[src/ctc_pkg.sv]
// Shared types, codes and the thermistor table of the chiller thermostat controller.
package ctc_pkg;

   localparam int NTC_ENTRIES = 51;
   localparam logic [9:0] NTC_TBL [NTC_ENTRIES] = '{
      10'd860, 10'd851, 10'd842, 10'd833, 10'd823, 10'd814, 10'd804, 10'd793, 10'd783,
      10'd772, 10'd761, 10'd750, 10'd738, 10'd727, 10'd715, 10'd703, 10'd691, 10'd679,
      10'd666, 10'd654, 10'd641, 10'd628, 10'd616, 10'd603, 10'd590, 10'd577, 10'd564,
      10'd552, 10'd539, 10'd526, 10'd514, 10'd501, 10'd489, 10'd476, 10'd464, 10'd452,
      10'd440, 10'd428, 10'd417, 10'd406, 10'd394, 10'd383, 10'd373, 10'd362, 10'd352,
      10'd341, 10'd331, 10'd322, 10'd312, 10'd303, 10'd294
   };

   localparam logic [2:0] MODE_OFF  = 3'd0;
   localparam logic [2:0] MODE_ON   = 3'd1;
   localparam logic [2:0] MODE_FAN  = 3'd2;
   localparam logic [2:0] MODE_COMP = 3'd3;
   localparam logic [2:0] MODE_WARM = 3'd4;

   localparam logic [2:0] CSR_CIRC_TARGET  = 3'd0;
   localparam logic [2:0] CSR_STORE_MAX    = 3'd1;
   localparam logic [2:0] CSR_STORE_MIN    = 3'd2;
   localparam logic [2:0] CSR_FAN_POST_RUN = 3'd3;
   localparam logic [2:0] CSR_LOOP_GAIN    = 3'd4;

   localparam logic [9:0] SLOW_DUTY_LEVEL = 10'd512;
   localparam logic signed [10:0] WARMUP_SECONDS = 11'sd4;
   localparam logic signed [9:0] TEMP_LOW  = -10'sd200;
   localparam logic signed [9:0] TEMP_HIGH = 10'sd300;

   typedef enum logic [2:0] {
      ST_IDLE,
      ST_SEARCH,
      ST_DIVIDE,
      ST_SMOOTH,
      ST_MULT,
      ST_FINISH
   } ctc_state_type;

   typedef struct packed {
      logic       load;
      logic       search;
      logic       divide;
      logic       smooth;
      logic       mult;
      logic       commit;
      logic       sel;
      logic [2:0] step;
   } ctc_cmd_type;

   function automatic logic [9:0] ctc_ntc(input logic [5:0] idx);
      logic [9:0] val;
      val = '0;
      if (idx < 6'(NTC_ENTRIES)) begin
         val = NTC_TBL[idx];
      end
      return val;
   endfunction

endpackage

[src/chiller_thermostat_controller.sv]
// Top level of the chiller thermostat controller: sequencer plus datapath.
//
// One input word is one control tick: two raw thermistor samples and a power
// request. Each sample is located in the 51-entry thermistor table by a
// six-step binary search, interpolated by a four-step divider, and smoothed
// by a tenth of the error; then the integral loop product is registered and
// the loop, slow duty and mode machine commit together. The two samples take
// serial search-and-divide passes, one after the other; the next word is
// taken in the cycle after the result is loaded, even if that result is
// still held by rsp_stall. The user must write config registers through
// csr_write/csr_index/csr_wdata only while idle; the block does not enforce it.
module chiller_thermostat_controller import ctc_pkg::*; #(
   parameter int INTEGRATOR_FRACTION = 16,
   parameter int TICKS_PER_SEC       = 59
) (
   input  logic              clock,
   input  logic              reset,
   input  logic              csr_write,
   input  logic [2:0]        csr_index,
   input  logic [15:0]       csr_wdata,
   input  logic              req_valid,
   output logic              req_stall,
   input  logic [9:0]        req_store_adc,
   input  logic [9:0]        req_circ_adc,
   input  logic              req_power_request,
   output logic              rsp_valid,
   input  logic              rsp_stall,
   output logic [2:0]        rsp_mode,
   output logic              rsp_compressor_relay,
   output logic              rsp_fan_relay,
   output logic              rsp_pump_on,
   output logic [9:0]        rsp_cooling_speed,
   output logic signed [9:0] rsp_store_temp,
   output logic signed [9:0] rsp_circ_temp
);

   ctc_cmd_type cmd;

   // sequencing of one tick
   ctc_ctrl u_ctrl (
      .clock     (clock),
      .reset     (reset),
      .req_valid (req_valid),
      .req_stall (req_stall),
      .rsp_valid (rsp_valid),
      .rsp_stall (rsp_stall),
      .cmd       (cmd)
   );

   // conversion, loop and mode state
   ctc_dp #(
      .INTEGRATOR_FRACTION (INTEGRATOR_FRACTION),
      .TICKS_PER_SEC       (TICKS_PER_SEC)
   ) u_dp (
      .clock                (clock),
      .reset                (reset),
      .cmd                  (cmd),
      .csr_write            (csr_write),
      .csr_index            (csr_index),
      .csr_wdata            (csr_wdata),
      .req_store_adc        (req_store_adc),
      .req_circ_adc         (req_circ_adc),
      .req_power_request    (req_power_request),
      .rsp_mode             (rsp_mode),
      .rsp_compressor_relay (rsp_compressor_relay),
      .rsp_fan_relay        (rsp_fan_relay),
      .rsp_pump_on          (rsp_pump_on),
      .rsp_cooling_speed    (rsp_cooling_speed),
      .rsp_store_temp       (rsp_store_temp),
      .rsp_circ_temp        (rsp_circ_temp)
   );

endmodule

[src/ctc_ctrl.sv]
// Tick sequencer: steps the datapath through search, divide, smooth, loop and commit.
module ctc_ctrl import ctc_pkg::*; (
   input  logic        clock,
   input  logic        reset,
   input  logic        req_valid,
   output logic        req_stall,
   output logic        rsp_valid,
   input  logic        rsp_stall,
   output ctc_cmd_type cmd
);

   ctc_state_type state_ff, state_in;
   logic [2:0]    step_ff, step_in;
   logic          sel_ff, sel_in;
   logic          rsp_valid_ff, rsp_valid_in;
   logic          out_free;

   assign out_free = !rsp_valid_ff || !rsp_stall;

   // next state
   always_comb begin
      state_in = state_ff;
      step_in  = step_ff;
      sel_in   = sel_ff;
      unique case (state_ff)
         ST_IDLE: begin
            if (req_valid) begin
               state_in = ST_SEARCH;
               step_in  = 3'd5;
               sel_in   = 1'b0;
            end
         end
         ST_SEARCH: begin
            if (step_ff == 3'd0) begin
               state_in = ST_DIVIDE;
               step_in  = 3'd3;
            end else begin
               step_in = step_ff - 3'd1;
            end
         end
         ST_DIVIDE: begin
            if (step_ff == 3'd0) begin
               state_in = ST_SMOOTH;
            end else begin
               step_in = step_ff - 3'd1;
            end
         end
         ST_SMOOTH: begin
            if (!sel_ff) begin
               state_in = ST_SEARCH;
               step_in  = 3'd5;
               sel_in   = 1'b1;
            end else begin
               state_in = ST_MULT;
            end
         end
         ST_MULT: begin
            state_in = ST_FINISH;
         end
         ST_FINISH: begin
            if (out_free) begin
               state_in = ST_IDLE;
            end
         end
         default: state_in = ST_IDLE;
      endcase
   end

   // outputs
   always_comb begin
      cmd        = '0;
      cmd.sel    = sel_ff;
      cmd.step   = step_ff;
      req_stall  = 1'b1;
      unique case (state_ff)
         ST_IDLE: begin
            req_stall = 1'b0;
            cmd.load  = req_valid;
         end
         ST_SEARCH: cmd.search = 1'b1;
         ST_DIVIDE: cmd.divide = 1'b1;
         ST_SMOOTH: cmd.smooth = 1'b1;
         ST_MULT:   cmd.mult   = 1'b1;
         ST_FINISH: cmd.commit = out_free;
         default:   req_stall  = 1'b1;
      endcase
   end

   always_comb begin
      rsp_valid_in = rsp_valid_ff;
      if (cmd.commit) begin
         rsp_valid_in = 1'b1;
      end else if (!rsp_stall) begin
         rsp_valid_in = 1'b0;
      end
   end

   always_ff @(posedge clock) begin
      if (reset) begin
         state_ff     <= ST_IDLE;
         step_ff      <= '0;
         sel_ff       <= 1'b0;
         rsp_valid_ff <= 1'b0;
      end else begin
         state_ff     <= state_in;
         step_ff      <= step_in;
         sel_ff       <= sel_in;
         rsp_valid_ff <= rsp_valid_in;
      end
   end

   assign rsp_valid = rsp_valid_ff;

`ifndef NO_ASSERTIONS
   a_accept_starts: assert property (@(posedge clock) disable iff (reset)
      req_valid && !req_stall |=> state_ff == ST_SEARCH && step_ff == 3'd5 && !sel_ff)
      else $error("accepted word did not start a search");
   a_commit_shows: assert property (@(posedge clock) disable iff (reset)
      cmd.commit |=> rsp_valid_ff && state_ff == ST_IDLE)
      else $error("commit did not present a result");
   a_no_overwrite: assert property (@(posedge clock) disable iff (reset)
      cmd.commit |-> !(rsp_valid_ff && rsp_stall))
      else $error("commit over a held result");
`endif

endmodule

[src/ctc_dp.sv]
// Datapath: table search, interpolation divide, smoothing, integral loop and mode logic.
module ctc_dp import ctc_pkg::*; #(
   parameter int INTEGRATOR_FRACTION = 16,
   parameter int TICKS_PER_SEC       = 59
) (
   input  logic              clock,
   input  logic              reset,
   input  ctc_cmd_type       cmd,
   input  logic              csr_write,
   input  logic [2:0]        csr_index,
   input  logic [15:0]       csr_wdata,
   input  logic [9:0]        req_store_adc,
   input  logic [9:0]        req_circ_adc,
   input  logic              req_power_request,
   output logic [2:0]        rsp_mode,
   output logic              rsp_compressor_relay,
   output logic              rsp_fan_relay,
   output logic              rsp_pump_on,
   output logic [9:0]        rsp_cooling_speed,
   output logic signed [9:0] rsp_store_temp,
   output logic signed [9:0] rsp_circ_temp
);

   localparam int IW   = 10 + INTEGRATOR_FRACTION;
   localparam int SW   = ((IW > 29) ? IW : 29) + 2;
   localparam logic [IW-1:0] INTEG_TOP = {10'd1023, {INTEGRATOR_FRACTION{1'b0}}};
   localparam logic [8:0]  SLOW_PERIOD = 9'(5 * TICKS_PER_SEC);
   localparam logic [5:0]  TPS = 6'(TICKS_PER_SEC);

   // configuration
   logic signed [9:0] circ_target_ff, store_max_ff, store_min_ff;
   logic [9:0]        fan_post_run_ff;
   logic [15:0]       loop_gain_ff;

   // captured word
   logic [9:0] store_raw_ff, circ_raw_ff;
   logic       power_ff;

   // working registers
   logic [5:0] idx_ff, idx_in;
   logic [7:0] rem_ff, rem_in;
   logic [3:0] quo_ff, quo_in;
   logic signed [28:0] prod_ff;

   // control state
   logic signed [9:0]  store_sm_ff, circ_sm_ff, sm_new;
   logic [IW-1:0]      integ_ff, integ_in;
   logic [8:0]         duty_ff, duty_in;
   logic [5:0]         tick_ff, tick_in;
   logic signed [10:0] secs_ff, secs_in;
   logic [2:0]         mode_ff, mode_in;
   logic [9:0]         speed_in;

   // table search, one bit of the index per step
   logic [9:0] raw_cur;
   logic [5:0] idx_base, cand;
   assign raw_cur  = cmd.sel ? circ_raw_ff : store_raw_ff;
   assign idx_base = (cmd.step == 3'd5) ? 6'd0 : idx_ff;
   assign cand     = idx_base | (6'd1 << cmd.step);

   always_comb begin
      idx_in = idx_base;
      if (cand <= 6'(NTC_ENTRIES) && ctc_ntc(cand - 6'd1) > raw_cur) begin
         idx_in = cand;
      end
   end

   // interpolation divide, quotient below ten so four steps
   logic [9:0] lower, upper;
   logic [3:0] den, off4;
   logic [7:0] num, rem_base, den_sh;
   logic [3:0] quo_base;
   assign lower    = ctc_ntc(idx_ff);
   assign upper    = ctc_ntc(idx_ff - 6'd1);
   assign den      = 4'(upper - lower);
   assign off4     = 4'(raw_cur - lower);
   assign num      = 8'({4'b0, off4} * 8'd10);
   assign rem_base = (cmd.step == 3'd3) ? num : rem_ff;
   assign quo_base = (cmd.step == 3'd3) ? 4'd0 : quo_ff;
   assign den_sh   = 8'({4'b0, den} << cmd.step[1:0]);

   always_comb begin
      rem_in = rem_base;
      quo_in = quo_base;
      if (rem_base >= den_sh) begin
         rem_in = rem_base - den_sh;
         quo_in = quo_base | (4'd1 << cmd.step[1:0]);
      end
   end

   // tenths and smoothing; divide by ten as multiply by 205 and shift by 11
   logic signed [10:0] t_base, t_lin, d;
   logic signed [9:0]  t10, x;
   logic [8:0]         mag;
   logic [5:0]         q10;
   logic [17:0]        mul205;
   assign t_base = $signed({5'b0, idx_ff}) - 11'sd20;
   assign t_lin  = 11'(t_base * 11'sd10) - $signed({7'b0, quo_ff});

   always_comb begin
      if (idx_ff == 6'd0) begin
         t10 = TEMP_LOW;
      end else if (idx_ff == 6'(NTC_ENTRIES)) begin
         t10 = TEMP_HIGH;
      end else begin
         t10 = 10'(t_lin);
      end
   end

   assign x      = cmd.sel ? circ_sm_ff : store_sm_ff;
   assign d      = {t10[9], t10} - {x[9], x};
   assign mag    = d[10] ? 9'(-d) : 9'(d);
   assign mul205 = {9'b0, mag} * 18'd205;
   assign q10    = 6'(mul205 >> 11);
   assign sm_new = d[10] ? x - $signed({4'b0, q10}) : x + $signed({4'b0, q10});

   // integral loop and mode update, applied on commit
   logic signed [11:0] err;
   logic signed [SW-1:0] sum;
   logic [9:0] co;
   logic [17:0] duty_prod;
   logic [8:0]  duty_lim;
   logic [5:0]  tick_inc;
   assign err = {{2{circ_target_ff[9]}}, circ_target_ff} - {{2{circ_sm_ff[9]}}, circ_sm_ff};
   assign sum = $signed({{(SW-IW){1'b0}}, integ_ff}) - SW'(prod_ff);
   assign tick_inc = tick_ff + 6'd1;

   always_comb begin
      integ_in = integ_ff;
      duty_in  = duty_ff;
      tick_in  = tick_ff;
      secs_in  = secs_ff;
      mode_in  = mode_ff;
      speed_in = '0;
      co       = '0;
      duty_prod = '0;
      duty_lim  = '0;
      if (mode_ff == MODE_OFF) begin
         if (power_ff) begin
            mode_in = MODE_ON;
         end
      end else begin
         if (sum < 0) begin
            integ_in = '0;
         end else if (sum > $signed({{(SW-IW){1'b0}}, INTEG_TOP})) begin
            integ_in = INTEG_TOP;
         end else begin
            integ_in = IW'(sum);
         end
         co = integ_in[IW-1 -: 10];
         if (co < SLOW_DUTY_LEVEL) begin
            duty_in   = (duty_ff > SLOW_PERIOD) ? 9'd0 : duty_ff + 9'd1;
            duty_prod = {9'b0, co[8:0]} * {9'b0, SLOW_PERIOD};
            duty_lim  = duty_prod[17:9];
            speed_in  = (duty_in < duty_lim) ? SLOW_DUTY_LEVEL : 10'd0;
         end else begin
            speed_in = co;
         end
         case (mode_ff)
            MODE_ON: begin
               if (power_ff) begin
                  if (store_sm_ff > store_max_ff) begin
                     mode_in = MODE_WARM;
                     secs_in = WARMUP_SECONDS;
                     tick_in = '0;
                  end
               end else begin
                  mode_in  = MODE_OFF;
                  speed_in = '0;
               end
            end
            MODE_WARM: begin
               tick_in = tick_inc;
               if (tick_inc >= TPS) begin
                  tick_in = '0;
                  secs_in = secs_ff - 11'sd1;
                  if (secs_in <= 0) begin
                     mode_in = MODE_COMP;
                  end
               end
            end
            MODE_COMP: begin
               if (store_sm_ff < store_min_ff || !power_ff) begin
                  mode_in = MODE_FAN;
                  secs_in = $signed({1'b0, fan_post_run_ff});
                  tick_in = '0;
               end
            end
            MODE_FAN: begin
               tick_in = tick_inc;
               if (tick_inc >= TPS) begin
                  tick_in = '0;
                  secs_in = secs_ff - 11'sd1;
                  if (store_sm_ff > store_max_ff) begin
                     mode_in = MODE_COMP;
                  end else if (secs_in <= 0) begin
                     mode_in = MODE_ON;
                  end
               end
            end
            default: mode_in = mode_ff;
         endcase
      end
   end

   always_ff @(posedge clock) begin
      if (reset) begin
         circ_target_ff  <= 10'sd200;
         store_max_ff    <= 10'sd50;
         store_min_ff    <= 10'sd0;
         fan_post_run_ff <= 10'd30;
         loop_gain_ff    <= 16'd10000;
         store_sm_ff     <= '0;
         circ_sm_ff      <= '0;
         integ_ff        <= '0;
         duty_ff         <= '0;
         tick_ff         <= '0;
         secs_ff         <= '0;
         mode_ff         <= MODE_OFF;
      end else begin
         if (csr_write) begin
            case (csr_index)
               CSR_CIRC_TARGET:  circ_target_ff  <= csr_wdata[9:0];
               CSR_STORE_MAX:    store_max_ff    <= csr_wdata[9:0];
               CSR_STORE_MIN:    store_min_ff    <= csr_wdata[9:0];
               CSR_FAN_POST_RUN: fan_post_run_ff <= csr_wdata[9:0];
               CSR_LOOP_GAIN:    loop_gain_ff    <= csr_wdata;
               default:          loop_gain_ff    <= loop_gain_ff;
            endcase
         end
         if (cmd.smooth) begin
            if (cmd.sel) begin
               circ_sm_ff <= sm_new;
            end else begin
               store_sm_ff <= sm_new;
            end
         end
         if (cmd.commit) begin
            integ_ff <= integ_in;
            duty_ff  <= duty_in;
            tick_ff  <= tick_in;
            secs_ff  <= secs_in;
            mode_ff  <= mode_in;
         end
      end
   end

   // payload registers
   always_ff @(posedge clock) begin
      if (cmd.load) begin
         store_raw_ff <= req_store_adc;
         circ_raw_ff  <= req_circ_adc;
         power_ff     <= req_power_request;
      end
      if (cmd.search) begin
         idx_ff <= idx_in;
      end
      if (cmd.divide) begin
         rem_ff <= rem_in;
         quo_ff <= quo_in;
      end
      if (cmd.mult) begin
         prod_ff <= 29'(err) * $signed({13'b0, loop_gain_ff});
      end
      if (cmd.commit) begin
         rsp_mode             <= mode_in;
         rsp_compressor_relay <= (mode_in == MODE_COMP);
         rsp_fan_relay        <= (mode_in == MODE_COMP) || (mode_in == MODE_FAN)
                                 || (mode_in == MODE_WARM);
         rsp_pump_on          <= (mode_in != MODE_OFF);
         rsp_cooling_speed    <= speed_in;
         rsp_store_temp       <= store_sm_ff;
         rsp_circ_temp        <= circ_sm_ff;
      end
   end

`ifndef NO_ASSERTIONS
   a_integ_range: assert property (@(posedge clock) disable iff (reset)
      integ_ff <= INTEG_TOP)
      else $error("integrator above its ceiling");
   a_duty_range: assert property (@(posedge clock) disable iff (reset)
      duty_ff <= SLOW_PERIOD + 9'd1)
      else $error("slow duty counter past its period");
   a_tick_range: assert property (@(posedge clock) disable iff (reset)
      tick_ff < TPS)
      else $error("tick counter past one second");
`endif

endmodule

[config.mk]
export PLATFORM = sky130hd
export DESIGN_NAME = chiller_thermostat_controller
export DESIGN_NICKNAME = d
export VERILOG_FILES = /design/src/ctc_pkg.sv /design/src/chiller_thermostat_controller.sv /design/src/ctc_ctrl.sv /design/src/ctc_dp.sv
export SDC_FILE = /design/constraint.sdc
export NUM_CORES = 1
export LEC_CHECK = 0
export BUFFER_PORTS_ARGS = -buffer_cell sky130_fd_sc_hd__buf_2
export CAP_MARGIN = 20
export CORE_UTILIZATION = 65
export DETAILED_ROUTE_END_ITERATION = 6
export GPL_ROUTABILITY_DRIVEN = 0
export PLACE_DENSITY_LB_ADDON = 0.25
export SYNTH_ARGS = -nofsm -noshare
export SYNTH_HDL_FRONTEND = slang
export SYNTH_SLANG_ARGS = --single-unit
[constraint.sdc]
create_clock -name clock -period 35 [get_ports clock]
set_input_delay 3.5 -clock clock [delete_from_list [all_inputs] [get_ports clock]]
set_output_delay 3.5 -clock clock [all_outputs]
set_load 0.1 [all_outputs]
======== Word level (Yosys, flattened, before mapping) ========
Memories as Yosys holds them, arrays and structs flattened.
Cells that the tools add are included.
W data, S select, Z words.
word-level totals
  register bits ........................... 243
  word-level logic and storage cells ...... 217
  bits in read-only memories .............. 1920
  output and inout port bits .............. 38
  memories ................................ 3
operators by class
  reduce and logical (&&, ||, !) cells .... 32
  $add $sub $neg .......................... 17
  magnitude comparators ................... 18
  equal/unequal tests ..................... 30
  multiply operators ...................... 5
  muxes and demuxes ....................... 72
  shift operators ......................... 3
  bitwise logic cells ..................... 7
memories
  name             words  bits a word  rd ports  clocked after Yosys merged registers in  write ports  line           text
  (no name shown)  64     10           1         0                                        0            ctc_pkg.sv:55  val = NTC_TBL[idx];
  (no name shown)  64     10           1         0                                        0            ctc_pkg.sv:55
  (no name shown)  64     10           1         0                                        0            ctc_pkg.sv:55
operators with widths
  kind                    number
  $mux W10                12
  $mux W26                3
  $mux W3                 19
  $mux W11                4
  $mux W6                 6
  $pmux W11 S3            1
  $mux W4                 8
  $gt A30 B27 Y1 const B  1
  $lt A30 B1 Y1 const B   1
  $sub A27 B29 Y30        1
  $mul A11 B17 Y28        1
  $eq A3 B2 Y1 const B    9
  $pmux W3 S4             2
  $sub A10 B10 Y11        2
  $ge A7 B7 Y1 const B    3
  $not A6 Y7              3
  $gt A10 B10 Y1          2
  $eq A3 B3 Y1 const B    6
  $lt A6 B6 Y1 const B    3
  $mul A9 B9 Y18 const B  1
  $mux W9                 2
  $pmux W3 S6             1
  $pmux W6 S3             1
  $reduce_and A2 Y1       9
  49 further kinds        83

======== Longest topological paths before layout ========
  depth after elaboration ................. 12
  depth in mapped cells ................... 52
  depth with buffers taken out ............ 50

======== Cells and area by module ========
A second synthesis with hierarchy kept.
unflattened totals
  cell total of the unflattened synthesis .. 3000
  area, all modules ....................... 25493.2 µm²
by module, submodules not included
  module    area an instance (µm²)  instances  seq. area each (µm²)  cells an instance
  ctc_dp    24915.1                 1          5715.5                2926
  ctc_ctrl  578.1                   1          160.2                 74

======== Worst setup path after synthesis ========
OpenSTA, ideal clock, no wires.
  path kind ............................... reg2reg
  from .................................... register u_dp.idx_ff[2]
  to ...................................... register u_dp.store_sm_ff[9]
  stages on the path, launching flop included .. 49
  period minus slack after synthesis ...... 11016 ps
  data arrival time ....................... 10894 ps
  path slack .............................. 23984 ps
  required time ........................... 34878 ps
  path buffers ............................ 4
  setup time .............................. 122 ps
  cell sequence ........................... edfxtp_1 -> clkbuf_1 -> clkbuf_1 -> clkbuf_1 -> o21ai_0 -> xor2_1 -> ha_1 -> ha_1 -> a21o_1 -> a21oi_1 -> xnor2_1 -> nor3_1 -> xnor2_1 -> xnor2_1 -> o21ai_0 -> ha_1 -> or3b_1 -> o21ai_1 -> [13 not listed] -> a311oi_2 -> nor2_1 -> xnor2_1 -> inv_1 -> ha_1 -> mux2i_1 -> ha_1 -> nor2b_1 -> o21ai_0 -> a21boi_0 -> o21ai_0 -> a21boi_0 -> o21a_1 -> o2111ai_1 -> o41ai_1 -> a2111o_1 -> a21boi_0 -> o311a_1
on the way
  longest elaborated chain between the ends .. 11
  elaborated cells on any way between the ends .. 14
  those cells by class .................... add/sub (6); mul (2); eq/ne (1); mux (4); reduce/logical (1)
RTL lines
  item                                                line           text
  start, declared                                     ctc_dp.sv:40   logic [5:0] idx_ff, idx_in;
  start signal, assigned                              ctc_dp.sv:256  idx_ff <= idx_in;
  $sub A6 B5 Y7                                       ctc_dp.sv:97   assign t_base = $signed({5'b0, idx_ff}) - 11'sd20;
  $mul A11 B4 Y9                                      ctc_dp.sv:98   assign t_lin = 11'(t_base * 11'sd10) - $signed({7'b0, quo_ff});
  $sub A10 B5 Y10                                     ctc_dp.sv:98
  $mux W10                                            ctc_dp.sv:103  end else if (idx_ff == 6'(NTC_ENTRIES)) begin
  $mux W10 (*)                                        ctc_dp.sv:101  if (idx_ff == 6'd0) begin
  $sub A10 B10 Y11 (*)                                ctc_dp.sv:111  assign d = {t10[9], t10} - {x[9], x};
  $neg A9 Y9                                          ctc_dp.sv:112  assign mag = d[10] ? 9'(-d) : 9'(d);
  $mux W9                                             ctc_dp.sv:112
  $mul A9 B8 Y17                                      ctc_dp.sv:113  assign mul205 = {9'b0, mag} * 18'd205;
  $add A10 B7 Y10 or $sub A10 B7 Y10 (tied branches)  ctc_dp.sv:115  assign sm_new = d[10] ? x - $signed({4'b0, q10}) : x + $signed({4'b0, q10});
  $mux W10 (*)                                        ctc_dp.sv:115
  end signal, assigned                                ctc_dp.sv:235  store_sm_ff <= sm_new;
  end, declared                                       ctc_dp.sv:46   logic signed [9:0] store_sm_ff, circ_sm_ff, sm_new;
Every way passes the cells marked *; elsewhere a longest branch is shown, timed or not.
A chain may end at the register's enable or synchronous reset.

======== Worst setup path after layout ========
  from .................................... register u_dp.idx_ff[3]
  to ...................................... register u_dp.store_sm_ff[9]
Same word-level chain as after synthesis.

==> key figures <==
Logic synthesis
  • EDFF count, synth: about 100
  • Post-synthesis instance total: 2,997
  • Yosys top cell area share: 15.84%
  • Largest cells by area after synthesis: ha_1 16%, fa_1 13%, edfxtp_1 12%, dfxtp_1 11%, inv_1 5.4%
  • Post-synthesis instance area: about 0.025 sq mm
  • Predominant post-synthesis flop cell: dfxtp_1
  • Top-count cell post-synth: inv_1
  • Syn Area/Cell: between 8 and 9 sq um
  • Most frequent cells after synthesis: 366 x inv_1, 357 x nand2_1, 322 x ha_1
  • FF+latch count, synth: around 240
  • Synthesized net count: roughly 3,500
  • Post-synth top area cell: ha_1
  • Synth Warn #: 0
  • Async set-reset flop share out of synthesis: 0%
  • Register area share after synthesis: between 20% and 30%
  • Netlist cell types: 90

Layout
  • Area grow syn2layout: 6.990%
  • Share of cells above drive strength 1: 6.844%
  • Final cell count without fillers: roughly 3,600
  • Fin nets: between 3,000 and 4,000
  • Design Area, Final: between 0.02 and 0.03 sq mm

STA
  • Setup ws final: between 20 and 25 ns
  • Max_slew headroom: a little over a quarter
  • Setup TNS: 0 ns
  • Period minus WS final: about 12 ns
  • Hold Fails Final Rpt: 0
  • Final period util: a little over a third
  • Slew Limit Fails: 0
  • Clock skew: between 0.02 and 0.025 ns
  • Setup violators final: 0
  • RSZ-0062 raised after global routing: false
  • Worst-margin pin slew: approximately 1.1 ns
  • Fmax: slightly above 80 MHz

Setup path
  • Most used cell, CP: ha_1
  • WS Path Type: flop to flop
  • WP buf/inv: 6
  • Slowest stage cell, crit path: edfxtp_1
  • Req. time, crit path: 35.45 ns
  • CP top delay family: adder cells
  • Crit path DAT: about 13 ns
  • Crit path max fanout: 32
  • Critical Path Max Stage Delay: about 1 ns
  • Nature of the critical path endpoint: flop
  • Startpoint Class: flop

Clock network
  • Clock Path Buffers: 3
  • H-tree level count: 1
  • Post_cts resized: 0
  • CTS tree: done
  • Hold buffer count at CTS: 0
  • Root buffer cell: clkbuf_16
  • Post CTS Setup Buffer Count: 0
  • Sink Count: roughly 240
  • CTS Buf Count: 29
  • Latest clock arrival within the worst-skew pair: 0.57 ns
  • CTS clk-pin slew, worst paths: 0.06 ns

Global route
  • Vias in the first global route: about 21,000
  • Largest net degree at the start of global routing: 94
  • Initial antenna violation count: 1
  • GRT Total Usage: between 30% and 40%
  • First-pass GRT wire length: 99,980 um
  • Remaining global-route overflow: 0

Drt
  • First-iteration detailed-routing DRC count: slightly below 2,000
  • Routed wire length per instance: approximately 17 um
  • Routed vias: around 21,000
  • Post-DRT Antenna Nets: 0
  • Final WL: between 60,000 and 70,000 um
  • Pre-antenna DRT Iters: 7
  • Vias/cell: between 6 and 7
  • Residual DRC: 1

Outcome
  • Failing checks: DRC
  • Status: finished, violations left

Min path
  • HP Class: flop to flop

Die
  • Die width: about 200 um
  • Chip Height: roughly 200 um
  • Core Area: 0.03865 sq mm
  • IO Count: 83
  • Initial Utilization: between 60% and 70%
  • Row Count: 72
  • Area of the die: around 0.04 sq mm

Placement
  • Place WS: ~23 ns
  • Detailed Place HPWL: approximately 47,000 um
  • Cell Area, Placed: 0.02622 sq mm
  • Buffers added on ports: 82
  • Placed cell count: 3,499

Job
  • Max-Cap Viols: 0
==> final timing paths <==
| path | depth (start not counted) | end | from | slack [ns] |
|---|---|---|---|---|
| max | 47 | u_dp.store_sm_ff[9]$_SDFFE_PP0P_ | u_dp.idx_ff[3]$_DFFE_PP_ | 22.64 |
| min | 2 | u_dp.store_min_ff[6]$_SDFFE_PP0P_ | u_dp.store_min_ff[6]$_SDFFE_PP0P_ | 0.46 |
| max reg2reg | 47 | u_dp.store_sm_ff[9]$_SDFFE_PP0P_ | u_dp.idx_ff[3]$_DFFE_PP_ | 22.64 |
| min reg2reg | 2 | u_dp.store_min_ff[6]$_SDFFE_PP0P_ | u_dp.store_min_ff[6]$_SDFFE_PP0P_ | 0.46 |
==> worst register-to-register path: cells and delay by family, from the launching register on <==
family	cells	cell delay, ns
multiplexers	1	0.17
XOR/XNOR	6	1.29
buffers and inverters	6	0.65
AO/OA/AOI/OAI	16	3.34
flip-flops	1	0.99
AND/OR/NAND/NOR	7	1.56
adder cells (fa/ha/maj)	11	4.24
==> cells in the final DEF (no fill, tap or decap), types with 10 or more instances in the layout <==
cell / netlist / final
clkbuf_16: 0 / 29
nor2b_1: 45 / 45
nor2_1: 206 / 206
and2_1: 92 / 92
nand2b_1: 46 / 46
a211oi_1: 33 / 33
or2_2: 15 / 15
inv_1: 366 / 366
mux2_2: 10 / 10
a21boi_0: 10 / 10
a21o_1: 54 / 54
mux2i_1: 37 / 37
o21ai_0: 119 / 119
buf_2: 3 / 81
and3_1: 16 / 16
xnor2_1: 77 / 76
ha_1: 322 / 322
or3_1: 13 / 13
nor3_1: 54 / 53
fa_1: 165 / 165
o22ai_1: 16 / 16
a31oi_1: 20 / 20
a21oi_1: 217 / 215
nand3_1: 45 / 45
nand4_1: 16 / 16
o211ai_1: 18 / 18
dfxtp_1: 139 / 139
a32o_1: 19 / 19
edfxtp_1: 103 / 103
buf_4: 2 / 24
nand2_1: 357 / 357
xor2_1: 51 / 51
o21a_1: 24 / 24
==> state kept, by name (all words and copies together) (netlist names), 11 cells and up, named ones only <==
signal	count
u_dp.prod_ff	28
u_dp.integ_ff	26
u_dp.loop_gain_ff	16
u_dp.secs_ff	11
==> metal layers <==
layer	up-vias	GRT usage [%]	share of wire, %
li1	10280	-	-
met1	10200	41.20	43
met2	786	51.53	46
met4	2	10.04	3.0
met5	-	0	0.021
met3	136	4.704	7.3
==> cell families after synthesis <==
| family | after synthesis | synth area share [%] |
|---|---|---|
| and+or+nand+nor | 944 | 17.43 |
| AOI/OAI and AO/OA | 659 | 16.82 |
| buffers and inverters | 487 | 7.290 |
| adders and majority gates | 487 | 28.83 |
| DFF | 242 | 23.10 |
| xor gates and xnor gates | 128 | 4.408 |
| muxes | 50 | 2.120 |
==> through the flow <==
stage	util (%)	hold slack [ns]
5_1_grt	70.41	0.4825
3_5_place_dp	67.84	0.4465
3_3_place_gp	67.84	0.4423
6_report	70.41	0.4593
4_1_cts	70.28	0.4547
2_1_floorplan	-	0.4246
==> layout make-up <==
type | count | area, sq um
Sequential cell | 242 | 5876
Timing Repair Buffer | 107 | 611.8
Multi-Input combinational cell | 2268 | 17740
Fill cell | 2983 | 11430
Clock inverter | 16 | 137.6
Antenna cell | 1 | 2.502
Inverter | 369 | 1385
Tap cell | 518 | 648.1
Clock buffer | 37 | 807.0
Power is left out: the tool's default activity adds up to more than one toggle a clock period on the data nets, which glitch-free logic cannot reach.
